## src/hw/rtl/qwsr_ram.sv

```systemverilog
// ---------------------------------------------------------------------------
// qwsr_ram
// Generic single-port RAM, one write or one read per cycle, registered read.
// ---------------------------------------------------------------------------
module qwsr_ram #(
  parameter int WIDTH = 8,
  parameter int DEPTH = 256,
  localparam int AW   = $clog2(DEPTH)
) (
  input  logic             clk,
  input  logic             we,
  input  logic [AW-1:0]    addr,
  input  logic [WIDTH-1:0] wr_data,
  output logic [WIDTH-1:0] rd_data
);

  logic [WIDTH-1:0] mem [DEPTH];
  logic [WIDTH-1:0] rd_data_r;

  always_ff @(posedge clk) begin
    if (we) begin
      mem[addr] <= wr_data;
    end
    rd_data_r <= mem[addr];
  end

  assign rd_data = rd_data_r;

endmodule

```

## config.mk

```make
export PLATFORM = sky130hd
export DESIGN_NAME = qwsr_ram
export DESIGN_NICKNAME = d
export VERILOG_FILES = /design/src/hw/rtl/qwsr_ram.sv
export SDC_FILE = /design/constraint.sdc
export NUM_CORES = 2
export LEC_CHECK = 0
export BUFFER_PORTS_ARGS = -buffer_cell sky130_fd_sc_hd__buf_2
export CORE_MARGIN = 2
export CORE_UTILIZATION = 44
export CTS_CLUSTER_DIAMETER = 100
export DETAILED_ROUTE_END_ITERATION = 10
export PLACE_DENSITY_LB_ADDON = 0.12
export SLEW_MARGIN = 25
export SYNTH_ARGS = -nofsm -noshare
export SYNTH_HDL_FRONTEND = slang
export SYNTH_SLANG_ARGS = --single-unit
```

## constraint.sdc

```tcl
create_clock -name clk -period 2.6 [get_ports clk]
set_clock_uncertainty 0.2 [all_clocks]
set_input_delay 0.39 -clock clk [delete_from_list [all_inputs] [get_ports clk]]
set_output_delay 0.39 -clock clk [all_outputs]
set_load 0.005 [all_outputs]
```

# Word level (Yosys, flattened, before mapping)
# Memory sizes are Yosys's and may differ from the RTL's. A register that Yosys moved wholly into a read port is not among the register bits.
# Cells that the tools add are included.
[word_totals]
register_bits = 0
ram_bits = 2048
in_bits = 18
out_inout_bits = 8
elab_cells = 3
mem_count = 1
[mem_list]
columns = ["name", "depth", "word_bits", "read_ports", "rd_ports_with_merged_regs", "write_ports", "line_no", "rtl"]
rows = [
  ["mem", 256, 8, 1, 1, 1, "17", "logic [WIDTH-1:0] mem [DEPTH];"],
]
[classes]
mux = 2
[op_table]
columns = ["op", "n"]
rows = [
  ["$mux W1", 2],
]

# Longest topological paths before layout
[depth]
word_depth = 2
depth_mapped = 10
mapped_depth_nobuf = 5

# Worst setup path after synthesis
# No wires, ideal clock.
[synth_timing]
kind = "input to register"
from = "input port addr[1]"
to = "memory mem[111][0] (enable)"
setup_ns = 0.370
arrival_ns = 2.239
required_time_ns = 2.030
setup_slack_ns = -0.209
cell_stages = 9
path_buffers = 5
path_cell_list = "buf_2 clkbuf_1 clkbuf_1 nand2_1 buf_2 nor2_1 nand2_1 clkbuf_1 nor2_1"
[synth_lines]
columns = ["item", "line_no", "rtl"]
rows = [
  ["start, declared", "12", "input logic [AW-1:0] addr,"],
  ["end, declared", "17", ""],
]
# Straight into the memory's write port.

==> reports/qor.csv <==
metric,value,unit
Slowest Stage Delay on Critical Path,0.53,ns
min-delay src,wr_data[1],
gpl congestion,0.842,
top post-synthesis cells by count,"edfxtp_1 (2048), mux4_2 (512), a22oi_1 (256), nor2_1 (232), clkbuf_1 (145)",
hold slack,0.0523,ns
syn nets,3565,
post-CTS setup buffer count,0,
number of global-route vias before repair,40917,
Die Footprint,182000,µm²
Max transition margin,0.481,
Synth top area share,0.783,
CTS sink cnt,2056,
Worst VDD drop,0.596,mV
detailed-route wire length per cell,30.1,µm
detailed-route via count,39312,
Num CTS Buffers,209,
Placed Cells,6346,
Final Hold Fails,0,
critical-path cell list,mux4_2 -> a22oi_1 -> a21oi_1 -> o41ai_4 -> buf_4 -> nand4_1,
Die Y,426,µm
R2R depth,6,
all-layer global routing usage,0.226,
hold crit path type,in2reg,
sequential share of the synthesized area,0.786,
crit path time final,2.58,ns
# IOs,26,
H-tree depth,4,
synthesis-stage register bit count,2056,
total gr overflow,0,
hold path cells,1,
Clock Tree Root,clkbuf_16,
Max Slew Vio Count,0,
worst slew pin tran,0.779,ns
Hold EP,mem[24][1],
Die X,426,µm
Post-synth ARST share,0,
RSZ-0062 raised after global routing,true,
"Arr. time, crit path",3.10,ns
Initial Util,0.441,
largest area contributor in the netlist,edfxtp_1,
worst r2r src,mem[9][0],
final number of setup-violating endpoints,0,
residual DRC count,0,
core area,178000,µm²
"Net count, final",4227,
CP bufs+invs,1,
worst setup path class,reg2reg,
"Distinct cells, synth",22,
"Top FF cell, synth",edfxtp_1,
max-cap viol count,0,
worst skew pair latency,0.85,ns
initial antenna violation count,14,
critical path launch point type,flop,
share of cells above drive strength 1,0.366,
setup TNS,0,ns
# rows,155,
largest net degree at the start of global routing,94,
Leakage,0.0300,µW
Post-synth EDFFs,2048,
CP max FO,1,
global-route wire length before repair,292,mm
1st-iter DRT viols,4377,
drt via density,5.83,
Area contributors post-synth,"edfxtp_1 (78%), mux4_2 (15%), a22oi_1 (2.4%)",
crit share post-route,0.994,
final core utilization,0.532,
Synth warnings,0,
CTS tree,yes,
status,"complete, no violations",
clock slew at reported path FFs,0.06,ns
Finished Layout Cells,6743,
synthesized cell area,78500,µm²
P per Cell Area,737,nW/µm²
Post-Route WL,203,mm
CTS max path bufs,3,
"count leader, synth",edfxtp_1,
"Avg Cell Area, Syn",22.1,µm²
Post-Syn Instances,3547,
Worst R2R Setup Slack,0.02,ns
Fmax achieved,387,MHz
Area Growth Syn to Fin,20.6,%
dpl hpwl,133,mm
Antenna Nets Post-Route,0,
required time of the critical path,3.12,ns
CP max stage cell,o41ai_4,
element type at the critical path end,flop,
router iterations before antenna repair,5,
I/O Buffers,25,
reg2reg end,rd_data[0],
"delay-heaviest family, CP",compound AO/OA/AOI/OAI gates,
==> how the worst max path moves through the flow <==
stage,to,depth (start not counted),slack (ns),start
2_1_floorplan,mem[112][0],7,-0.13,addr[2]
3_3_place_gp,rd_data[5],10,-1.32,addr[0]
3_5_place_dp,rd_data[4],9,-1.16,addr[0]
4_1_cts,rd_data[7],7,0.02,mem[138][7]
5_1_grt,rd_data[0],6,-0.06,mem[11][0]
6_report,rd_data[0],6,0.02,mem[9][0]
==> registers in the layout, indices dropped and copies added (netlist names) <==
signal / flops
mem: 2048
rd_data: 8
==> layout make-up <==
cell class	instances	area, µm²
clock buffer	257	5440
timing repair buffer	683	6860
tap	2355	2950
sequential	2056	61700
clock inverter	130	1340
fill	13556	83200
antenna	3	7.51
inverter	1	3.75
multi-input combinational	1258	16400
==> stage by stage <==
step	setup WS, ns	total power, µW	area, µm²
2_1_floorplan	-0.134	38900	79000
3_3_place_gp	-1.32	40900	87700
3_5_place_dp	-1.16	41000	87700
4_1_cts	0.0210	70500	94600
5_1_grt	-0.0575	71800	94700
6_report	0.0164	69800	94700
==> repair_timing <==
item	4_1_cts	5_1_grt
hold buffers	7	0
gates cloned	0	0
endpoints found under the hold margin	219	0
endpoints found under the setup margin	7	6
resized for setup	15	5
==> cell families after synthesis <==
logic type      after synthesis  synth area share
flops                      2056             0.786
mux                         512             0.147
compound gates              416            0.0362
simple gates                330            0.0173
buf+inv                     233            0.0140
==> routing by layer <==
metal,up-vias,GRT usage,share of wire
met4,6,0.0789,0.035
met1,21016,0.310,0.41
met5,-,0,0.00023
met2,1483,0.363,0.49
li1,16459,-,-
met3,348,0.0437,0.068
==> layout by cell type, fill, tap and decap left out, types with 21 or more instances in the layout <==
master     netlist  final
a21oi_1        128    128
a22oi_1        256    255
buf_12           0    135
buf_4           16    516
bufinv_16        0     21
clkbuf_1       145     45
clkbuf_16        0    209
clkinv_1         0     41
clkinv_2         0     39
edfxtp_1      2048   2048
mux4_2         512    512
nand2_1         28     26
nor2_1         232    140
nor2_2           0     39
nor2_4           0     53
nor3_1          30     30
==> report_power, final <==
part           switching (µW)  internal [µW]
clock network           12600          17000
registers                47.1          36500
logic                    2180           1470
Power figures use the tool's default switching activity.
