### src/hw/rtl/qwsr_pkg.sv
// ---------------------------------------------------------------------------
// qwsr_pkg
// Shared constants and types for the quarter-wave sine lookup unit.
// ---------------------------------------------------------------------------
package qwsr_pkg;

  localparam int PHASE_BITS_DEF = 16;
  localparam int FINE_BITS_DEF  = 4;
  localparam int OUT_BITS_DEF   = 16;

  // Table entry fields
  localparam int BASE_W  = 15;
  localparam int SLOPE_W = 8;
  localparam int FIX_W   = 16;
  localparam int ENTRY_W = BASE_W + SLOPE_W + FIX_W;

  // Interpolated magnitude: 2*base + sum/2 + carry
  localparam int SUM_W = SLOPE_W + 2;
  localparam int MAG_W = BASE_W + 2;

  localparam logic CMD_LOOKUP = 1'b0;
  localparam logic CMD_WRITE  = 1'b1;

  typedef struct packed {
    logic valid;
    logic negate;
  } qwsr_ctl_t;

endpackage

### src/hw/rtl/qwsr_interp.sv
// ---------------------------------------------------------------------------
// qwsr_interp
// Two pipeline stages: slope shift-and-add with fix-bit select, then the
// magnitude sum of base, halved slope term and rounding carry.
// ---------------------------------------------------------------------------
module qwsr_interp #(
  parameter int FINE_BITS = qwsr_pkg::FINE_BITS_DEF
) (
  input  logic                           clk,
  input  logic                           rst_n,
  input  qwsr_pkg::qwsr_ctl_t            ctl_i,
  input  logic [FINE_BITS-1:0]           fine_i,
  input  logic [qwsr_pkg::ENTRY_W-1:0]   entry_i,
  output qwsr_pkg::qwsr_ctl_t            ctl_o,
  output logic [qwsr_pkg::MAG_W-1:0]     mag_o
);

  localparam int SUBSTEPS  = 1 << FINE_BITS;
  localparam int FIX_OFF   = (SUBSTEPS > qwsr_pkg::FIX_W) ? 0 : qwsr_pkg::FIX_W - SUBSTEPS;
  localparam int POS_W     = FINE_BITS + 6;
  localparam int FIX_IDX_W = $clog2(qwsr_pkg::FIX_W);
  localparam int SUM_W     = qwsr_pkg::SUM_W;
  localparam int MAG_W     = qwsr_pkg::MAG_W;

  logic [qwsr_pkg::BASE_W-1:0]  base;
  logic [qwsr_pkg::SLOPE_W-1:0] slope;
  logic [qwsr_pkg::FIX_W-1:0]   fix_word;

  logic [SUM_W-1:0]     sum_nxt;
  logic [POS_W-1:0]     fix_pos;
  logic [POS_W-1:0]     fix_diff;
  logic [FIX_IDX_W-1:0] fix_idx;
  logic                 fix_bit_nxt;

  qwsr_pkg::qwsr_ctl_t         s2_ctl_r;
  logic [qwsr_pkg::BASE_W-1:0] s2_base_r;
  logic [SUM_W-1:0]            s2_sum_r;
  logic                        s2_fix_r;

  qwsr_pkg::qwsr_ctl_t s3_ctl_r;
  logic [MAG_W-1:0]    s3_mag_r;
  logic [MAG_W-1:0]    mag_nxt;

  assign base     = entry_i[qwsr_pkg::ENTRY_W-1 -: qwsr_pkg::BASE_W];
  assign slope    = entry_i[qwsr_pkg::FIX_W +: qwsr_pkg::SLOPE_W];
  assign fix_word = entry_i[qwsr_pkg::FIX_W-1:0];

  // 2*slope, slope, slope/2 ... one term per fine bit, MSB first
  always_comb begin
    sum_nxt = '0;
    for (int k = 0; k < FINE_BITS; k++) begin
      if (fine_i[FINE_BITS-1-k]) begin
        sum_nxt = sum_nxt + (SUM_W'({slope, 1'b0}) >> k);
      end
    end
  end

  // sub-step 0 takes the fix word MSB; sub-steps past the stored bits read zero
  assign fix_pos     = POS_W'(fine_i) + POS_W'(FIX_OFF);
  assign fix_diff    = POS_W'(qwsr_pkg::FIX_W - 1) - fix_pos;
  assign fix_idx     = fix_diff[FIX_IDX_W-1:0];
  assign fix_bit_nxt = (fix_pos < POS_W'(qwsr_pkg::FIX_W)) ? fix_word[fix_idx] : 1'b0;

  always_ff @(posedge clk) begin
    if (!rst_n) begin
      s2_ctl_r <= '0;
    end else begin
      s2_ctl_r <= ctl_i;
    end
  end

  always_ff @(posedge clk) begin
    s2_base_r <= base;
    s2_sum_r  <= sum_nxt;
    s2_fix_r  <= fix_bit_nxt;
  end

  // halve with round-up, plus the fix bit
  assign mag_nxt = MAG_W'({s2_base_r, 1'b0}) + MAG_W'(s2_sum_r[SUM_W-1:1])
                 + MAG_W'(s2_fix_r) + MAG_W'(s2_sum_r[0]);

  always_ff @(posedge clk) begin
    if (!rst_n) begin
      s3_ctl_r <= '0;
    end else begin
      s3_ctl_r <= s2_ctl_r;
    end
  end

  always_ff @(posedge clk) begin
    s3_mag_r <= mag_nxt;
  end

  assign ctl_o = s3_ctl_r;
  assign mag_o = s3_mag_r;

endmodule

### config.mk
export PLATFORM = sky130hd
export DESIGN_NAME = qwsr_interp
export DESIGN_NICKNAME = d
export VERILOG_FILES = /design/src/hw/rtl/qwsr_pkg.sv /design/src/hw/rtl/qwsr_interp.sv
export SDC_FILE = /design/constraint.sdc
export NUM_CORES = 1
export LEC_CHECK = 0
export ABC_AREA = 1
export BUFFER_PORTS_ARGS = -buffer_cell sky130_fd_sc_hd__buf_2
export CORE_UTILIZATION = 58
export DETAILED_ROUTE_END_ITERATION = 10
export GPL_TIMING_DRIVEN = 0
export PLACE_DENSITY = 0.88
export SLEW_MARGIN = 15
export SYNTH_ARGS = -nofsm -noshare
export SYNTH_HDL_FRONTEND = slang
export SYNTH_SLANG_ARGS = --single-unit
### constraint.sdc
create_clock -name clk -period 11.1 [get_ports clk]
set_clock_uncertainty 0.2 [all_clocks]
set_input_delay 0.555 -clock clk [delete_from_list [all_inputs] [get_ports clk]]
set_output_delay 0.555 -clock clk [all_outputs]
set_load 0.005 [all_outputs]
Word-level counts from Yosys, hierarchy flattened
Index checks and enable logic that the tools add are counted.
{"block": "word_totals", "register_bits": 47, "in_bits": 47, "output_inout_bits": 19, "elab_cells": 23}
{"block": "op_classes", "add_sub_neg": 7, "magnitude_cmp": 2, "muxes": 6}
{"cell": "adder 17 x 1 -> 17 bit", "n": 2}
{"cell": "two-way mux 10 bit", "n": 3}
{"cell": "adder 16 x 9 -> 17 bit", "n": 1}
{"cell": "adder 10 x 6 -> 10 bit", "n": 1}
{"cell": "adder 10 x 7 -> 10 bit", "n": 1}
{"cell": "adder 9 x 8 -> 10 bit", "n": 1}
{"cell": "< comparator 4 x 5 -> 1 bit, second input constant", "n": 2}
{"cell": "two-way mux 9 bit", "n": 1}
{"cell": "binary-select mux 1 bit (select 4 bit)", "n": 1}
{"cell": "subtractor 4 bit, first input constant", "n": 1}
{"cell": "two-way mux 1 bit", "n": 1}

Longest topological paths before layout
Gate-level depths: netlist (run 1).
{"block": "depth", "word_depth": 7, "mapped_depth": 27, "ltp_nobuf": 26}

Worst setup path after synthesis (run 1)
No wires, ideal clock.
{"block": "synth_path", "path_kind": "input to register", "from": "in fine_i[3]", "to": "reg s2_sum_r[8]", "setup_time_ns": 0.072, "arrival_time_ns": 3.705, "t_required_ns": 10.828, "path_slack_ns": 7.123, "path_stages": 22, "n_path_buf": 1, "path_cell_list": "buf_4 > nand2_1 > inv_1 > ha_1 > inv_1 > fa_1 > o21ai_0 > ha_1 > inv_1 > o21ai_0 > xnor2_1 > o21ai_0 > ha_1 > a21o_1 > a31oi_1 > nor2_1 > o21ai_0 > nand2_1 > nand2_1 > nor2_1 > nand2_1 > xnor2_1"}
{"block": "synth_via", "elab_chain_len": 7}
{"item": "from (decl)", "line_no": "qwsr_interp.sv:12", "text": "input logic [FINE_BITS-1:0] fine_i,"}
{"item": "two-way mux 9 bit *", "line_no": "qwsr_interp.sv:52", "text": "if (fine_i[FINE_BITS-1-k]) begin"}
{"item": "adder 9 x 8 -> 10 bit", "line_no": "qwsr_interp.sv:53", "text": "sum_nxt = sum_nxt + (SUM_W'({slope, 1'b0}) >> k);"}
{"item": "two-way mux 10 bit *", "line_no": "qwsr_interp.sv:52"}
{"item": "adder 10 x 7 -> 10 bit", "line_no": "qwsr_interp.sv:53"}
{"item": "two-way mux 10 bit *", "line_no": "qwsr_interp.sv:52"}
{"item": "adder 10 x 6 -> 10 bit", "line_no": "qwsr_interp.sv:53"}
{"item": "two-way mux 10 bit *", "line_no": "qwsr_interp.sv:52"}
{"item": "via sum_nxt[8]", "line_no": "qwsr_interp.sv:29", "text": "logic [SUM_W-1:0] sum_nxt;"}
{"item": "to (signal assigned)", "line_no": "qwsr_interp.sv:74", "text": "s2_sum_r <= sum_nxt;"}
{"item": "to (decl)", "line_no": "qwsr_interp.sv:37", "text": "logic [SUM_W-1:0] s2_sum_r;"}
The timed path passes the listed nets; every way through them passes the cells marked *.
A chain may end at the register's enable or synchronous reset.

Worst setup path in the final report (run 1)
Ends and elaborated chain as after synthesis.

==> impl_metrics.tcl, run 1 <==
set metrics [dict create \
    worst_path_max_delay_cell "fa_1" \
    cp_top_family "adder cells" \
    post_cts_resized 0 \
    rsz0062_at_grt "false" \
    rrSetupSlack_ns 8.37 \
    fin_nets 539 \
    placed_area_um2 3280 \
    fmax_mhz 229 \
    drc 0 \
    tightest_slew_ns 0.481 \
    numCtsBuffers 5 \
    p_clk_share_pct 22.1 \
    drv_cap 0 \
    finalMaxSlewViolations 0 \
    vdd_drop_max_mv 0.0782 \
    yosysWarnings 0 \
    htree_levels 2 \
    synth_cell_types 32 \
    dp.cells 521 \
    power_switching_uw 166 \
    grt_overflow 0 \
    dpl_worst_slack_ns 6.49 \
    timing.final.ws_setup_ns 6.73 \
    clockBufferDepth 2 \
    grt_pass1_wl_um 10400 \
    finalCriticalPeriod_ns 4.37 \
    wire_per_inst_um 11.9 \
    pwr-share-comb_pct 36.9 \
    synth_ff_type "dfxtp_1" \
    stdcell_area_um2 3380 \
    synth-edff-count 0 \
    worstPathRequired_ns 11.12 \
    wl_um 6290 \
    syn-num-nets 467 \
    cts.sinks 47 \
    cts_hold_buf 0 \
    postRouteAntennaNets 0 \
    whs_ns 0.159 \
    syn_inst 389 \
    synth_seq_area_share_pct 32.8 \
    io_buffers 65 \
    track_usage_pct 25.1 \
    multi_input_area_um2 1680 \
    io_pins 66 \
    grt_max_degree 14 \
    worstPathMaxFanout 10 \
    vias 2744 \
    finalHoldViolCount 0 \
    syn_area_um2 2870 \
    dpl.hpwl_um 5120 \
    tns_ns 0 \
    worst-path-buf-inv 5 \
    area_growth_pct 17.8 \
    crit_arrival_ns 4.38 \
    die_w_um 72.4 \
    antenna_found_initial 0 \
    antennaDiodeCount 0 \
    max_slew_margin_pct 67.9 \
    num_rows 25 \
    drtIter0Drc 97 \
    cp.depth 23 \
    r2r_start "s2_sum_r[0]" \
    ys_seq_elements 47 \
    first_global_vias 2558 \
    worstHoldPathCells 1 \
    critPathMaxStageDelay_ns 0.48 \
    hold_end "s2_base_r[14]" \
    start_util_pct 60.4 \
    wl_met2_um 3410 \
    setup_viol 0 \
    dieArea_um2 5240 \
    period_share_pct 39.3 \
    clk_latency_ns 0.29 \
    async_reset_ff_share_pct 0 \
    swShare_pct 32.1 \
    wl_met3_um 240 \
    power.total_uw 517 \
    syn_area_per_cell_um2 7.38 \
    top_layer_used "met4" \
    die_h_um 72.4 \
    intPower_uw 351 \
    crit_path_cell_trace "buf_2, buf_4, nand2_1, inv_1, ha_1, inv_1, fa_1, o21ai_0, ha_1, inv_1, o21ai_0, xnor2_1, o21ai_0, ha_1, a21o_1, a31oi_1, nor2_1, o21ai_0, nand2_1, nand2_1, nor2_1, nand2_1, xnor2_1" \
    cts_tree "yes" \
    core-area_um2 4750 \
    r2r_end "mag_o[14]" \
    reg2reg_depth 13 \
    p_per_area_nw_per_um2 153 \
    register_area_um2 941 \
    crit_type "primary input to flop" \
    critPathLaunchType "primary input" \
    worstHoldStart "entry_i[38]" \
    p_leak_nw 1.82 \
    status "completed" \
    met1_length_um 2590 \
    viasPerCell 5.20 \
    cp-end-kind "flop" \
    final_util_pct 71.2 \
    gp_congestion 0.857 \
    hold_class "primary input to flop" \
    clockRootBuffer "clkbuf_8" \
    final_cells 528 \
    drive_gt1_share_pct 17.8 \
    fillers 389 \
    cts.clk_slew.worst_paths_ns 0.08 \
    cts_setup_buffers 0 \
    p_seq_share_pct 41.1 \
    firstDrtPassIters 4 \
]
flip-flops by register name, summed over array words and instances (netlist names):
name / count
s2_sum_r: 10
ctl_o: 2
s2_fix_r: 1
s2_base_r: 15
s2_ctl_r: 2
mag_o: 17
worst register-to-register path: stages (launching register included):
cell,delay [ns]
dfxtp_1,0.31
inv_1,0.05
fa_1,0.44
inv_1,0.10
fa_1,0.22
nand3_1,0.08
nand2_1,0.13
nand4_1,0.12
o211ai_1,0.15
nand2_1,0.09
a21oi_1,0.20
nand3_1,0.16
nor2_1,0.21
xor2_1,0.20
power groups by stage:
| stage | sequential, mW | combinational, mW | clock (mW) |
|---|---|---|---|
| floorplan | 0.219 | 0.128 | 0 |
| global placement | 0.215 | 0.177 | 0 |
| detailed placement | 0.217 | 0.188 | 0 |
| CTS | 0.213 | 0.190 | 0.116 |
| global route | 0.215 | 0.216 | 0.123 |
| finish | 0.212 | 0.191 | 0.114 |
cells in the mapped netlist, types with 3 or more instances:
cell	n	area share, %
o21ai_1	4	0.70
nand2_1	85	11
o31ai_1	3	0.78
xor2_1	15	4.6
nor2_1	25	3.3
fa_1	5	3.5
a21oi_1	27	4.7
nand3_2	3	1.0
xnor2_1	11	3.4
inv_1	57	7.5
ha_1	26	11
clkbuf_1	4	0.52
nand3_1	26	4.5
dfxtp_1	47	33
o211ai_1	3	0.78
o21ai_0	24	4.2
nand4_1	4	0.87
kinds of logic after synthesis:
family	count (synthesis)	share of synthesized area [%]
simple gates	150	22.4
compound gates	69	13.4
buf+inv	66	8.76
flops	47	32.8
fa+ha+maj	31	14.8
xor+xnor	26	7.93
layer usage:
layer / vias to the layer above / track usage [%]
met5: - / 0
met4: 0 / 7.63
met3: 5 / 3.61
met2: 70 / 49.8
met1: 1267 / 26.9
li1: 1402 / -
worst max-delay path by stage:
stage | start | end | slack [ns]
finish | fine_i[3] | s2_sum_r[8] | 6.73
global route | fine_i[3] | s2_sum_r[8] | 6.46
CTS | fine_i[3] | s2_sum_r[8] | 6.79
detailed placement | fine_i[3] | s2_sum_r[8] | 6.49
global placement | fine_i[3] | s2_sum_r[8] | 6.64
floorplan | fine_i[3] | s2_sum_r[8] | 7.12
area by class of cell:
class                   count  area share, %
repair buffers             65           9.62
clock inverters             1          0.888
multi-input cells         276           49.6
well taps                  67           2.48
flip-flops and latches     47           27.8
clock buffers               6           2.14
inverters                  60           6.66
plain buffers               6          0.777
cells in the final DEF, fill, tap and decap left out, types with 2 or more instances in the layout:
cell / n
nor2_2: 2
o21ai_0: 24
dfxtp_1: 47
inv_2: 2
xnor2_1: 11
o21ai_1: 4
nor2_1: 25
buf_2: 65
nand4_1: 4
inv_1: 57
nand2_2: 2
nand2_1: 85
fa_1: 5
clkbuf_1: 5
a21oi_1: 27
o31ai_1: 3
nand3_1: 26
o221ai_1: 2
clkbuf_8: 5
nand3_2: 3
ha_1: 26
o211ai_1: 3
xor2_1: 15
a21o_1: 2
Power figures use the tool's default switching activity.
==> run 2: changes to the inputs <==
- CORE_UTILIZATION: 58 -> 49
- PLACE_DENSITY: 0.88 -> 0.79
- clock period: 11.1 -> 3.8 ns (I/O delays scaled with it)
==> impl_metrics.tcl, run 2 (synthesis gave the netlist of run 1 again) <==
set metrics [dict create \
    status "completed" \
    start_util_pct 51.5 \
    drc 0 \
    core-area_um2 5570 \
    fillers 464 \
    multi_input_area_um2 1720 \
    wl_um 6560 \
    clockBufferDepth 2 \
    numCtsBuffers 5 \
    grt_max_degree 16 \
    whs_ns 0.0975 \
    setup_viol 0 \
    fin_nets 564 \
    crit_arrival_ns 3.60 \
    worstPathRequired_ns 3.80 \
    r2r_end "mag_o[14]" \
    power.total_mw 1.59 \
    clk_latency_ns 0.30 \
    antennaDiodeCount 0 \
    vdd_drop_max_mv 0.344 \
    p_per_area_nw_per_um2 431 \
    worst_path_max_delay_cell "ha_1" \
    dpl.hpwl_um 4840 \
    p_leak_nw 1.94 \
    finalMaxSlewViolations 0 \
    fmax_mhz 278 \
    max_slew_margin_pct 67.0 \
    vias 2776 \
    period_share_pct 94.8 \
    critPathMaxStageDelay_ns 0.39 \
    num_rows 27 \
    dieArea_um2 6170 \
    largest_register_ffs 17 \
    drive_gt1_share_pct 20.5 \
    crit_type "primary input to flop" \
    first_global_vias 2651 \
    track_usage_pct 21.9 \
    register_area_um2 941 \
    hold_class "primary input to flop" \
    r2r_start "s2_sum_r[0]" \
    grt_pass1_wl_um 10800 \
    wire_per_inst_um 11.7 \
    layout_common_cells "84 x nand2_1, 65 x buf_2, 56 x inv_1, 47 x dfxtp_1" \
    cts_tree "yes" \
    final_common_cell "nand2_1" \
    antenna_found_initial 0 \
    crit_top_cell "nand2_1" \
    worstHoldPathCells 3 \
    drv_cap 0 \
    rrSetupSlack_ns 1.09 \
    grt_overflow 0 \
    cts.clk_slew.worst_paths_ns 0.08 \
    io_pins 66 \
    finalHoldViolCount 0 \
    worstPathMaxFanout 10 \
    crit_path_end "s2_sum_r[7]" \
    reg2reg_depth 13 \
    die_w_um 78.6 \
    critPathLaunchType "primary input" \
    area_growth_pct 28.7 \
    final_util_pct 66.3 \
    viasPerCell 4.97 \
    io_buffers 65 \
    finalCriticalPeriod_ns 3.60 \
    cts.sinks 47 \
    clockRootBuffer "clkbuf_8" \
    cp-end-kind "flop" \
    die_h_um 78.6 \
    timing.final.ws_setup_ns 0.199 \
    htree_levels 2 \
    gp_congestion 0.855 \
    drtIter0Drc 113 \
    tightest_slew_ns 0.494 \
    crit_start "fine_i[3]" \
    firstDrtPassIters 4 \
    dpl_worst_slack_ns -0.321 \
    postRouteAntennaNets 0 \
]
## run 2: layout make-up
| type | count | area share (%) |
|---|---|---|
| multi-input cells | 276 | 46.7 |
| well taps | 72 | 2.44 |
| clock inverters | 2 | 1.05 |
| repair buffers | 90 | 15.2 |
| clock buffers | 6 | 2.24 |
| plain buffers | 6 | 0.813 |
| flip-flops and latches | 47 | 25.5 |
| inverters | 60 | 6.10 |
## run 2: critical path, delay by kind of cell
family	cells	cell delay, ns
XOR/XNOR	1	0.13
buffers and inverters	6	0.61
AND/OR/NAND/NOR	10	0.98
AO/OA/AOI/OAI	4	0.45
adder cells (fa/ha/maj)	4	1.24
## run 2: metal layers
metal  global-route usage, %  share of wire [%]
met3                    2.91                4.0
met1                    24.2                 42
met2                    41.7                 53
met5                       0                  0
met4                    8.52                1.3
## run 2: worst min-delay path by stage
stage / slack, ns / endpoint / start
4_1_cts: 0.11 / s2_sum_r[0] / entry_i[18]
3_3_place_gp: 0.09 / s2_base_r[14] / entry_i[38]
2_1_floorplan: 0.02 / s2_base_r[0] / entry_i[24]
5_1_grt: 0.1 / s2_fix_r / fine_i[3]
6_report: 0.1 / s2_fix_r / fine_i[3]
3_5_place_dp: 0.09 / s2_base_r[4] / entry_i[28]
## run 2: through the flow
| step | cell area (um2) | cells | setup TNS, ns |
|---|---|---|---|
| after floorplan | 2870 | 389 | 0 |
| after global placement | 3290 | 526 | -1.18 |
| after detailed placement | 3290 | 526 | -1.20 |
| after CTS | 3610 | 554 | 0 |
| after global routing | 3690 | 559 | -0.0539 |
| final | 3690 | 559 | 0 |
## run 2: timing repair
| item | 4_1_cts | 5_1_grt |
|---|---|---|
| endpoints found under the setup margin | 2 | 5 |
| hold buffers | 20 | 0 |
| endpoints found under the hold margin | 19 | 0 |
| pin swaps | 0 | 7 |
| cloned | 0 | 0 |
| buffers inserted | 0 | 5 |
| resized for setup | 1 | 19 |
## run 2: where the power goes
| part | leakage, nW | switching (mW) | total (mW) | internal, mW |
|---|---|---|---|---|
| sequential | 0.395 | 0.0280 | 0.621 | 0.593 |
| clock | 0.0618 | 0.160 | 0.376 | 0.216 |
| combinational | 1.48 | 0.326 | 0.596 | 0.270 |
| total | 1.94 | 0.514 | 1.59 | 1.08 |
